File: config.mk
export PLATFORM = sky130hd
export DESIGN_NAME = cprc_cell
export DESIGN_NICKNAME = d
export VERILOG_FILES = /design/src/rtl/cprc_pkg.sv /design/src/rtl/cprc_trit_step.sv /design/src/rtl/cprc_pos_step.sv /design/src/rtl/cprc_cell.sv
export SDC_FILE = /design/constraint.sdc
export NUM_CORES = 1
export LEC_CHECK = 0
export BUFFER_PORTS_ARGS = -buffer_cell sky130_fd_sc_hd__buf_2
export CAP_MARGIN = 15
export CORE_MARGIN = 5
export CORE_UTILIZATION = 50
export DETAILED_ROUTE_END_ITERATION = 7
export GPL_ROUTABILITY_DRIVEN = 1
export PLACE_DENSITY = 0.88
export SLEW_MARGIN = 20
export SYNTH_ARGS = -nofsm -noshare
export SYNTH_HDL_FRONTEND = slang
export SYNTH_HIERARCHICAL = 1
export SYNTH_SLANG_ARGS = --single-unit
File: constraint.sdc
create_clock -name clk -period 2.2 [get_ports clk]
set_input_delay 0.22 -clock clk [delete_from_list [all_inputs] [get_ports clk]]
set_output_delay 0.22 -clock clk [all_outputs]
set_load 0.1 [all_outputs]
File: src/rtl/cprc_pkg.sv
// Shared types, constants and digit-weight functions of the corner rank codec.
`timescale 1ns / 1ps

package cprc_pkg;

    // Request types.
    localparam logic REQ_ENCODE = 1'b0;
    localparam logic REQ_DECODE = 1'b1;

    // Geometry of the corner state and of the cell chain.
    localparam int NUM_PIECES = 8;
    localparam int NUM_ORIENT = 7;
    localparam int NUM_TRITS  = 24;
    localparam int NUM_CELLS  = 24;

    // Code limits.
    localparam logic [26:0] EIGHT_FAC  = 27'd40320;
    localparam logic [26:0] POS_LIMIT  = 27'd88179840;
    localparam logic [38:0] PROT_LIMIT = 39'd282429536481;

    // One request as it travels down the chain. In encode mode pos and prot
    // accumulate the codes; in decode mode they hold the remainders still to
    // be split into digits, and signs, axes and trits collect the results.
    typedef struct packed {
        logic        mode;
        logic        bad;
        logic [26:0] pos;
        logic [38:0] prot;
        logic [23:0] signs;
        logic [13:0] axes;
        logic [47:0] trits;
        logic [7:0]  used;
    } cprc_item_t;

    // Corner number from the three sign bits of a piece.
    function automatic logic [2:0] sign_to_corner(input logic [2:0] s);
        logic [2:0] c;
        case (s)
            3'd0:    c = 3'd0;
            3'd1:    c = 3'd1;
            3'd2:    c = 3'd2;
            3'd3:    c = 3'd5;
            3'd4:    c = 3'd3;
            3'd5:    c = 3'd4;
            3'd6:    c = 3'd6;
            default: c = 3'd7;
        endcase
        return c;
    endfunction

    // Sign bits of a corner number.
    function automatic logic [2:0] corner_to_sign(input logic [2:0] c);
        logic [2:0] s;
        case (c)
            3'd0:    s = 3'd0;
            3'd1:    s = 3'd1;
            3'd2:    s = 3'd2;
            3'd3:    s = 3'd4;
            3'd4:    s = 3'd5;
            3'd5:    s = 3'd3;
            3'd6:    s = 3'd6;
            default: s = 3'd7;
        endcase
        return s;
    endfunction

    // Power of three, evaluated at elaboration for digit weights.
    function automatic logic [38:0] pow3(input int n);
        logic [38:0] acc;
        acc = 39'd1;
        for (int k = 0; k < n; k++) begin
            acc = 39'(acc * 39'd3);
        end
        return acc;
    endfunction

    // Factorial, evaluated at elaboration for permutation digit weights.
    function automatic logic [15:0] factorial(input int n);
        logic [15:0] acc;
        acc = 16'd1;
        for (int k = 2; k <= n; k++) begin
            acc = 16'(acc * 16'(k));
        end
        return acc;
    endfunction

endpackage

File: src/rtl/cprc_trit_step.sv
// Combinational step of one protrusion trit: pack in encode, extract in decode.
`timescale 1ns / 1ps

module cprc_trit_step #(
    parameter int INDEX = 0
) (
    input  cprc_pkg::cprc_item_t item_in,
    output cprc_pkg::cprc_item_t item_out
);

    // Weight of this trit in the packed code; trit 0 is most significant.
    localparam logic [38:0] WEIGHT  = cprc_pkg::pow3(cprc_pkg::NUM_TRITS - 1 - INDEX);
    localparam logic [38:0] WEIGHT2 = {WEIGHT[37:0], 1'b0};

    logic [1:0]  trit;
    logic [38:0] tripled;

    // Encode shifts the accumulator by one base-3 digit; decode peels the
    // digit off the remainder by comparing against its weight.
    always_comb
    begin
        item_out = item_in;
        trit     = item_in.trits[2*INDEX +: 2];
        tripled  = {item_in.prot[37:0], 1'b0} + item_in.prot;
        if (item_in.mode == cprc_pkg::REQ_ENCODE)
        begin
            item_out.prot = tripled + {37'd0, trit};
            if (trit == 2'd3)
            begin
                item_out.bad = 1'b1;
            end
        end
        else
        begin
            if (item_in.prot >= WEIGHT2)
            begin
                item_out.prot               = item_in.prot - WEIGHT2;
                item_out.trits[2*INDEX +: 2] = 2'd2;
            end
            else if (item_in.prot >= WEIGHT)
            begin
                item_out.prot               = item_in.prot - WEIGHT;
                item_out.trits[2*INDEX +: 2] = 2'd1;
            end
            else
            begin
                item_out.trits[2*INDEX +: 2] = 2'd0;
            end
        end
    end

endmodule

File: src/rtl/cprc_pos_step.sv
// Combinational step of one position digit: an orientation digit or a Lehmer digit.
`timescale 1ns / 1ps

module cprc_pos_step #(
    parameter int INDEX = 0
) (
    input  cprc_pkg::cprc_item_t item_in,
    output cprc_pkg::cprc_item_t item_out
);

    generate
        if (INDEX < cprc_pkg::NUM_ORIENT)
        begin : g_orient
            // Orientation digit of piece INDEX, weight 40320 * 3^(6-INDEX).
            localparam logic [26:0] OWT  = 27'(cprc_pkg::EIGHT_FAC *
                                              cprc_pkg::pow3(cprc_pkg::NUM_ORIENT - 1 - INDEX));
            localparam logic [26:0] OWT2 = {OWT[25:0], 1'b0};

            logic [1:0] axis;

            always_comb
            begin
                item_out = item_in;
                axis     = item_in.axes[2*INDEX +: 2];
                if (item_in.mode == cprc_pkg::REQ_ENCODE)
                begin
                    item_out.pos = item_in.pos + 27'(OWT * {25'd0, axis});
                    if (axis == 2'd3)
                    begin
                        item_out.bad = 1'b1;
                    end
                end
                else
                begin
                    if (item_in.pos >= OWT2)
                    begin
                        item_out.pos                = item_in.pos - OWT2;
                        item_out.axes[2*INDEX +: 2] = 2'd2;
                    end
                    else if (item_in.pos >= OWT)
                    begin
                        item_out.pos                = item_in.pos - OWT;
                        item_out.axes[2*INDEX +: 2] = 2'd1;
                    end
                    else
                    begin
                        item_out.axes[2*INDEX +: 2] = 2'd0;
                    end
                end
            end
        end
        else
        begin : g_perm
            // Lehmer digit of one piece, weight (7-piece)!.
            localparam int          PIECE = INDEX - cprc_pkg::NUM_ORIENT;
            localparam logic [15:0] FACT  = cprc_pkg::factorial(cprc_pkg::NUM_PIECES - 1 - PIECE);

            logic [2:0] corner;
            logic [2:0] below;
            logic [2:0] digit;
            logic [2:0] seen;
            logic       hit;

            always_comb
            begin
                item_out = item_in;
                corner   = cprc_pkg::sign_to_corner(item_in.signs[3*PIECE +: 3]);
                below    = 3'd0;
                digit    = 3'd0;
                seen     = 3'd0;
                hit      = 1'b0;
                if (item_in.mode == cprc_pkg::REQ_ENCODE)
                begin
                    // Count the free corners below this piece's corner.
                    for (int j = 0; j < cprc_pkg::NUM_PIECES; j++)
                    begin
                        if ((j < int'(corner)) && !item_in.used[j])
                        begin
                            below = below + 3'd1;
                        end
                    end
                    item_out.pos          = item_in.pos + 27'(FACT) * 27'(below);
                    item_out.used[corner] = 1'b1;
                end
                else
                begin
                    // Digit value from the remainder, one compare per candidate digit value.
                    for (int k = 1; k < cprc_pkg::NUM_PIECES - PIECE; k++)
                    begin
                        if (item_in.pos >= 27'(k) * 27'(FACT))
                        begin
                            digit = digit + 3'd1;
                        end
                    end
                    item_out.pos = item_in.pos - 27'(FACT) * 27'(digit);
                    // The digit picks the n-th corner not yet taken.
                    for (int j = 0; j < cprc_pkg::NUM_PIECES; j++)
                    begin
                        if (!item_in.used[j])
                        begin
                            if ((seen == digit) && !hit)
                            begin
                                hit = 1'b1;
                                item_out.used[j] = 1'b1;
                                item_out.signs[3*PIECE +: 3] = cprc_pkg::corner_to_sign(3'(j));
                            end
                            seen = seen + 3'd1;
                        end
                    end
                end
            end
        end
    endgenerate

endmodule

File: src/rtl/cprc_cell.sv
// One cell of the codec chain: digit steps plus a registered stage with handshake.
`timescale 1ns / 1ps

module cprc_cell #(
    parameter int INDEX = 0
) (
    input  logic                 clk,
    input  logic                 rst_n,
    input  logic                 up_valid,
    output logic                 up_ready,
    input  cprc_pkg::cprc_item_t up_item,
    output logic                 dn_valid,
    input  logic                 dn_ready,
    output cprc_pkg::cprc_item_t dn_item
);

    cprc_pkg::cprc_item_t mid_item;
    cprc_pkg::cprc_item_t item_next;
    cprc_pkg::cprc_item_t item_reg;
    logic                 valid_reg;
    logic                 valid_next;

    // Position digit, present in the first fifteen cells only.
    generate
        if (INDEX < cprc_pkg::NUM_ORIENT + cprc_pkg::NUM_PIECES)
        begin : g_pos
            cprc_pos_step #(.INDEX(INDEX)) u_pos (
                .item_in  (up_item),
                .item_out (mid_item)
            );
        end
        else
        begin : g_no_pos
            assign mid_item = up_item;
        end
    endgenerate

    // Protrusion trit, one per cell.
    cprc_trit_step #(.INDEX(INDEX)) u_trit (
        .item_in  (mid_item),
        .item_out (item_next)
    );

    // The stage takes a new request when empty or when its own is leaving.
    assign up_ready = !valid_reg || dn_ready;

    always_comb
    begin
        valid_next = up_ready ? up_valid : valid_reg;
    end

    always_ff @(posedge clk or negedge rst_n)
    begin
        if (!rst_n)
        begin
            valid_reg <= 1'b0;
        end
        else
        begin
            valid_reg <= valid_next;
        end
    end

    always_ff @(posedge clk)
    begin
        if (up_ready && up_valid)
        begin
            item_reg <= item_next;
        end
    end

    assign dn_valid = valid_reg;
    assign dn_item  = item_reg;

endmodule

After elaboration in Yosys (flattened, before gate mapping)
Index checks and enable logic that the tools add are counted.

operators by class
  multiplexer cells = 16
  add/sub/neg operators = 7
  shifts and indexed selects = 0
  multiply operators = 1
  reduce and logical (&&, ||, !) cells = 3
  bitwise gates (word level) = 0
  equality and inequality tests = 2
  $lt $le $gt $ge = 4
  divide/modulo/power cells = 0

operator list
  cell                    number
  $mux 39                 3
  $mux 27                 3
  $add 39x2->39           1
  $add 39x39->39          1
  $ge 39x37->1 const B    1
  $ge 39x38->1 const B    1
  $sub 39x37->39 const B  1
  $sub 39x38->39 const B  1
  $add 27x27->27          1
  $ge 27x25->1 const B    1
  $ge 27x26->1 const B    1
  $sub 27x25->27 const B  1
  $sub 27x26->27 const B  1
  $mul 18x2->20 const A   1
  $mux 2                  4
  $mux 1                  6
  $eq 2x2->1 const B      2
  $logic_and 1x1->1       1
  $logic_not 1->1         1
  $logic_or 1x1->1        1

storage, ports and cells
  memories = 0
  register bits after elaboration = 163
  bits in writable memories = 0
  memory bits (read-only) = 0
  logic and storage cells = 42
  bits in latches = 0
  input bits = 166
  output and inout port bits = 164

Depth between registers and ports, before layout
Gate-level depths: netlist (run 1).

  word-level depth = 5
  gate-level depth with buffers = 16
  mapped depth without buffers = 15

Hierarchy
Netlist (run 1), hierarchy kept.

by module, submodules not included
  module          instances  area each (µm²)  cells an instance  seq. area each (µm²)
  cprc_trit_step  1          6,732.7          940                0.0
  cprc_cell       1          4,918.5          166                4,889.7
  cprc_pos_step   1          2,585.0          362                0.0

Worst setup path after synthesis (run 1)
Ideal clock, no wire load.

  path kind = input -> register
  start = input up_item[94] (netlist bit)
  end = register item_reg (netlist bit dn_item[129]) (data pin)
  data required time = 1.941 ns
  data arrival time = 3.279 ns
  path buffers = 1
  stages = 16
  slack = -1.338 ns
  setup time = 0.259 ns
  cell sequence = buf_4 -> inv_1 -> fa_1 -> inv_1 -> ha_1 -> inv_1 -> fa_1 -> nor2b_1 -> o31a_1 -> o21a_1 -> o41a_1 -> o211ai_2 -> a2111oi_2 -> nor3_1 -> o21a_1 -> a211o_1

RTL lines
  element               line             source
  from (decl)           cprc_cell.sv:11  input cprc_pkg::cprc_item_t up_item,
  to (signal assigned)  cprc_cell.sv:68  item_reg <= item_next;
  to (decl)             cprc_cell.sv:19  cprc_pkg::cprc_item_t item_reg;

==> qor.yml, run 1 <==
status: "finished with violations"
violations: "negative setup slack"
ff2ff_path_depth: 3
vias: 14200
htree_levels: 4
min_period_over_period_pct: 144
clock-root-buffer: "clkbuf_16"
clkTransAtPathRegs_ps: 80
combPwrFrac_pct: 44.5
cts_tree: "done"
grt_max_degree: 67
clock_path_buffers: 2
power.density_nw_per_um2: 619
grt_overflow_total: 0
rows: 61
synth-edff-count: 162
core_area_sq_um: 27900
ys.warnings.count: 6
synth_area_sq_um: 14200
cp.arrival_ps: 3360
fin_tns_setup_ps: -25030
drt_iter0_markers: 1549
setup_ws_ps: -977
cts_buffers: 17
synthCells: 1468
nets: 2370
worstSetupPathType: "in -> reg"
route.detailed.drc: 0
maxCapViolations: 0
fin_util_pct: 74.0
synthArstFlopShare_pct: 0.613
viasPerCell: 5.82
antenna_found_initial: 9
grt_use_total_pct: 30.1
synth_fp_nets: 1790
pin_count: 330
hp-class: "in -> reg"
relSlewSlack_pct: 54.1
setup.worst_path.start_class: "input pin"
syn_area_per_cell_sq_um: 9.70
power.leakage_nw: 9.51
hpwlAfterDp_um: 36000
ys_ff_latch: 163
crit_fanout: 3
portBuffers: 329
die-area_sq_um: 31900
hold_depth: 1
rsz0062_at_grt: "yes"
ir_drop_mv: 0.453
yosysSeqAreaShare_pct: 34.3
crit_path_end_kind: "register"
skew_ps: 20.3
worst_pin_slew_ps: 682
antenna_left: 0
swShare_pct: 41.8
ys_types: 94
gp_congestion: 0.956
drv_slew: 0
p_int_mw: 7.44
switching_power_mw: 5.35
grt_pass1_wl_um: 74800
avgRoutedWirePerCell_um: 22.6
die_x_um: 179
p_clk_share_pct: 25.7
fp.dieH_um: 179
min_period_ps: 3180
drive_gt1_share_pct: 49.0
crit_required_ps: 2380
initial_core_util_pct: 51.0
setup_viol: 49
seq_power_share_pct: 29.8
grt_pass1_vias: 14100
numClockSinks: 163
drt_wl_total_um: 55200
worstSkewPairLatency_ps: 440
syn_to_final_growth_pct: 45.2
first_pass_iters: 8
timing.fmax_mhz: 315
finalHoldViolations: 0
synthFlopType: "edfxtp_1"
[metrics by stage]
| stage | cells | total power, mW | hold slack (ps) | area (sq um) | worst slack, ps |
|---|---|---|---|---|---|
| 2_1_floorplan | 1468 | 7.46 | -75.6 | 14600 | -1060 |
| 3_3_place_gp | 2260 | 8.57 | -4.00 | 17400 | -1460 |
| 3_5_place_dp | 2260 | 8.67 | -2.79 | 17400 | -1540 |
| 4_1_cts | 2417 | 12.3 | 7.92 | 19900 | -983 |
| 5_1_grt | 2444 | 13.2 | 5.23 | 20700 | -1070 |
| 6_report | 2446 | 12.8 | 22.1 | 20700 | -977 |
[cells in the mapped netlist (all sizes together), types with 5 or more instances]
library cell / instances / share of area [%]
clkbuf: 19 / 0.50
a31oi: 22 / 0.97
a21o: 37 / 2.0
nand2: 90 / 2.4
nand4: 13 / 0.68
nor3: 19 / 0.67
ha: 153 / 13
and2: 13 / 0.59
inv: 94 / 2.5
o2111ai: 6 / 0.41
xnor2: 67 / 4.1
o22ai: 11 / 0.48
nand2b: 12 / 0.58
o211ai: 9 / 0.54
xor2: 20 / 1.2
and4: 5 / 0.31
buf: 271 / 14
a31o: 5 / 0.31
and3: 8 / 0.35
edfxtp: 162 / 34
o21a: 12 / 0.64
a211o: 5 / 0.31
a32oi: 5 / 0.31
nor2: 76 / 2.0
a211oi: 23 / 1.3
mux2: 5 / 0.40
mux2i: 19 / 1.3
nand3: 24 / 0.84
a21oi: 91 / 3.2
o21bai: 7 / 0.37
or3: 8 / 0.35
nor2b: 13 / 0.57
o21ai: 61 / 2.2
a21boi: 5 / 0.26
nor4: 6 / 0.26
[worst max-delay path, stage by stage]
cell and delay, ps:
buf_8 90, inv_4 30, fa_1 450, inv_2 70, ha_4 130, inv_2 40
fa_2 380, nor2b_4 160, o31a_1 180, o21a_1 160, o41a_1 290, o211ai_2 170
a2111oi_4 470, nor3_2 80, o21a_1 180, a211o_1 230
[final cells by class]
class                           instances  area, sq um
Antenna cell                            7         17.5
Clock buffer                           17          425
Clock inverter                         15          204
Fill cell                            1712         7270
Inverter                               94          385
Multi-Input combinational cell        921         8090
Sequential cell                       163         4890
Tap cell                              378          473
Timing Repair Buffer                  851         6180
[power by group through the flow]
stage | combinational (mW) | sequential [mW] | clock (mW)
global route | 5.93 | 3.83 | 3.45
global placement | 4.72 | 3.85 | 0
finish | 5.70 | 3.81 | 3.29
CTS | 5.26 | 3.79 | 3.26
detailed placement | 4.82 | 3.85 | 0
floorplan | 2.06 | 5.40 | 0
[flip-flops by register name, indices dropped and copies added, names as in the netlist]
name	count
dn_valid	1
dn_item	162
[logic make-up (layout without fill, tap and decap cells)]
group	after synthesis	after routing	synth area share (%)
adder cells (fa/ha/maj)	156	156	13.9
buffers and inverters	384	977	17.2
flip-flops	163	163	34.3
XOR/XNOR	87	87	5.35
multiplexers	24	24	1.73
AO/OA/AOI/OAI	347	347	16.6
other	0	7	0
AND/OR/NAND/NOR	307	307	10.9
[metal layers]
layer / global-route usage (%) / vias up / part of all wire, %
li1: - / 6191 / -
met1: 32.3 / 6685 / 34
met2: 53.8 / 1031 / 49
met3: 6.37 / 312 / 8.9
met4: 19.1 / 8 / 8.0
met5: 0 / - / 0.091
[timing repair]
| item | in CTS | in global routing |
|---|---|---|
| buffers inserted | 34 | 30 |
| pin swaps | 70 | 102 |
| resized for setup | 151 | 131 |
| endpoints found under the setup margin | 44 | 56 |
| endpoints found under the hold margin | 93 | 0 |
| hold buffers | 93 | 0 |
| cloned | 1 | 0 |
[worst paths after layout]
kind | end | slack [ps] | from
worst min register to register | dn_valid | 600 | dn_valid
worst min-delay path | dn_item[42] | 20 | up_item[42]
worst max register to register | dn_item[126] | 560 | dn_valid
min in group asynchronous | dn_valid | 70 | rst_n
worst max-delay path | dn_item[129] | -980 | up_item[95]
max in group asynchronous | dn_valid | 2040 | rst_n
[layout by cell type (no fill, tap or decap), drive strengths merged, types with 8 or more instances in the layout]
master       count
edfxtp         162
o21ai           61
o211ai           9
a21oi           91
nand2           90
nand4           13
a21o            37
nor3            19
o22ai           11
dlygate4sd3     93
and3             8
inv            102
nor2            76
clkbuf          17
o21a            12
xnor2           67
mux2i           19
ha             153
nand3           24
and2            13
nor2b           13
a211oi          23
buf            758
a31oi           22
xor2            20
nand2b          12
or3              8
(Power assumes the default switching activity.)
==> inputs of run 2 (changes only) <==
CORE_UTILIZATION = 57   (was 50)
PLACE_DENSITY = 0.94   (was 0.88)
clock period = 3.75 ns   (was 2.2 ns; I/O delays follow)
==> run 2 against run 1 <==
Against the previous run:
- the run now ends clean
- clock power decreased by 43%
- design area decreased by 26%
- combinational power decreased by 57%
- critical path depth unchanged
- non-clock buffer count decreased by 478
- sequential cell count unchanged
- total power decreased by 49%
- clock-buffer cell count unchanged
- sequential power decreased by 42%
- largest cell class unchanged
- largest power group unchanged
==> qor.yml, run 2 (same netlist as run 1, synthesis figures left out) <==
crit_fanout: 2  # -1
skew_ps: 11.4  # -8.96 ps
rows: 57  # -6.6%
top_layer_used: "met5"
drive_gt1_share_pct: 27.8  # -21 points
p_int_mw: 3.82  # -49%
finalHoldViolations: 0  # unchanged
wl_met1_um: 15200  # -19%
final_common_cell: "buf_2"
status: "completed"
numClockSinks: 163  # unchanged
grt_max_degree: 98  # +46%
relSlewSlack_pct: 51.8  # -2.3 points
min_period_ps: 3440
cts_resized: 0  # -100%
cp_num_buf_inv: 4  # unchanged
gp_congestion: 0.990  # +3.5%
cts_tree: "done"
die_x_um: 168  # -6.0%
syn_to_final_growth_pct: 6.88
instances_no_fill: 1918  # -22%
critical_path.cell_chain: "buf_2, inv_1, fa_1, inv_1, ha_1, inv_1, fa_1, nor2b_1, o31a_1, o21a_1, o41a_1, o211ai_2, a2111oi_2, nor3_1, o21a_1, a211o_1"
worstSetupPathType: "in -> reg"
clock_path_buffers: 2  # unchanged
grt_use_total_pct: 26.7  # -3.5 points
clkTransAtPathRegs_ps: 80  # about the same
reg2reg_setup_slack_ps: 1720  # +1160 ps
route.detailed.drc: 0  # unchanged
setup.worst_path.start_class: "input pin"
initial_core_util_pct: 58.2  # +7.2 points
dr_wl_met3_um: 3480  # -29%
post_cts_buffers: 0  # -100%
timing.fmax_mhz: 290
fin_util_pct: 62.2  # -12 points
maxCapViolations: 0  # unchanged
viasPerCell: 5.97  # +2.6%
worst_pin_slew_ps: 722  # +40.3 ps
antenna_found_initial: 11  # +2
drt_wl_total_um: 40700  # -26%
hpwlAfterDp_um: 32100  # -11%
most-common-layout-cells: "buf_2, edfxtp_1, ha_1, inv_1, a21oi_1"
drt_iter0_markers: 1137  # -27%
p_clk_share_pct: 28.4  # +2.7 points
crit_path_end_kind: "register"
path_delay_family: "compound AO/OA/AOI/OAI gates"
ir_drop_mv: 0.270  # -40%
combPwrFrac_pct: 37.6  # -6.9 points
fp.dieH_um: 168  # -6.0%
portBuffers: 329  # unchanged
min_period_over_period_pct: 91.8
avgRoutedWirePerCell_um: 21.2  # -5.9%
seq_power_share_pct: 34.0  # +4.2 points
antenna_left: 0  # unchanged
switching_power_mw: 2.73  # -49%
cts_buffers: 17  # unchanged
grt_overflow_total: 0  # unchanged
crit_required_ps: 3940  # +1560 ps
slowest_stage: "a2111oi_2"
swShare_pct: 41.7  # -0.15 points
htree_levels: 4  # unchanged
die-area_sq_um: 28200  # -12%
pin_count: 330  # unchanged
power.density_nw_per_um2: 430  # -30%
largest_reg_flops: 162  # unchanged
worstSkewPairLatency_ps: 430  # about the same
placed_cells: 1874  # -17%
nets: 1892  # -20%
met2RoutedLength_um: 20700  # -24%
core_area_sq_um: 24500  # -12%
first_pass_iters: 6  # -2
grt_pass1_vias: 11000  # -22%
crit_path_frequent_cell: "inv_1"
cp.arrival_ps: 3630  # +270 ps
rsz0062_at_grt: "no"
setup_viol: 0  # -100%
power.leakage_nw: 6.85  # -28%
hp-class: "in -> reg"
vias: 11400  # -20%
cpPeakStageDelay_ps: 530  # +60 ps
clock-root-buffer: "clkbuf_16"
grt_pass1_wl_um: 60000  # -20%
drv_slew: 0  # unchanged
## run 2: cell count changes in the layout (fill, tap and decap cells not counted), sizes merged
cell         delta
buf           -386
clkinv          +1
inv             -1
dlygate4sd3    -92
diode           +4
## run 2: timing repair
item                       4_1_cts  5_1_grt
setup endpoints to repair        0        0
hold buffers                     1        0
hold endpoints to repair         1        0
## run 2: cell type report
class | count | area (sq um)
antenna | 11 | 27.5
inverter | 94 | 353
clock inverter | 15 | 204
tap | 324 | 405
timing repair buffer | 373 | 2020
multi-input combinational | 921 | 6890
sequential | 163 | 4890
clock buffer | 17 | 425
fill | 2038 | 9250
## run 2: per-stage QoR
step / instance area [sq um] / setup TNS, ps / total power, mW / setup slack [ps] / hold slack, ps
floorplan: 14200 / 0 / 4.33 / 56.8 / 79.4
global placement: 14500 / -133 / 4.64 / -104 / 151
detailed placement: 14500 / -115 / 4.68 / -85.4 / 155
CTS: 15200 / 0 / 6.53 / 359 / 95.2
global route: 15200 / 0 / 6.81 / 163 / 86.2
finish: 15200 / 0 / 6.55 / 307 / 111
## run 2: path summary, 6_finish.rpt
path | start | to | depth (start not counted)
max | up_item[95] | dn_item[129] | 16
min | up_item[25] | dn_item[25] | 1
max reg2reg | dn_valid | dn_item[97] | 3
min reg2reg | dn_valid | dn_valid | 2
max in group asynchronous | rst_n | dn_valid | 2
min in group asynchronous | rst_n | dn_valid | 2
## run 2: worst reg2reg max path: stages (launching register included)
cell	delay, ps
dfrtp_1	420
nand2b_4	100
and2_4	560
buf_12	460
## run 2: routing by layer
layer  global-route usage [%]  vias up
met3                     4.64      119
met5                        0        -
met2                     48.2      679
met4                     9.21        4
li1                         -     5223
met1                     31.9     5423
## run 2: power groups by stage
stage | combinational [mW] | sequential [mW] | clock, mW
3_5_place_dp | 2.42 | 2.26 | 0
2_1_floorplan | 1.16 | 3.17 | 0
3_3_place_gp | 2.38 | 2.26 | 0
4_1_cts | 2.43 | 2.22 | 1.87
5_1_grt | 2.59 | 2.23 | 1.99
6_report | 2.46 | 2.22 | 1.86
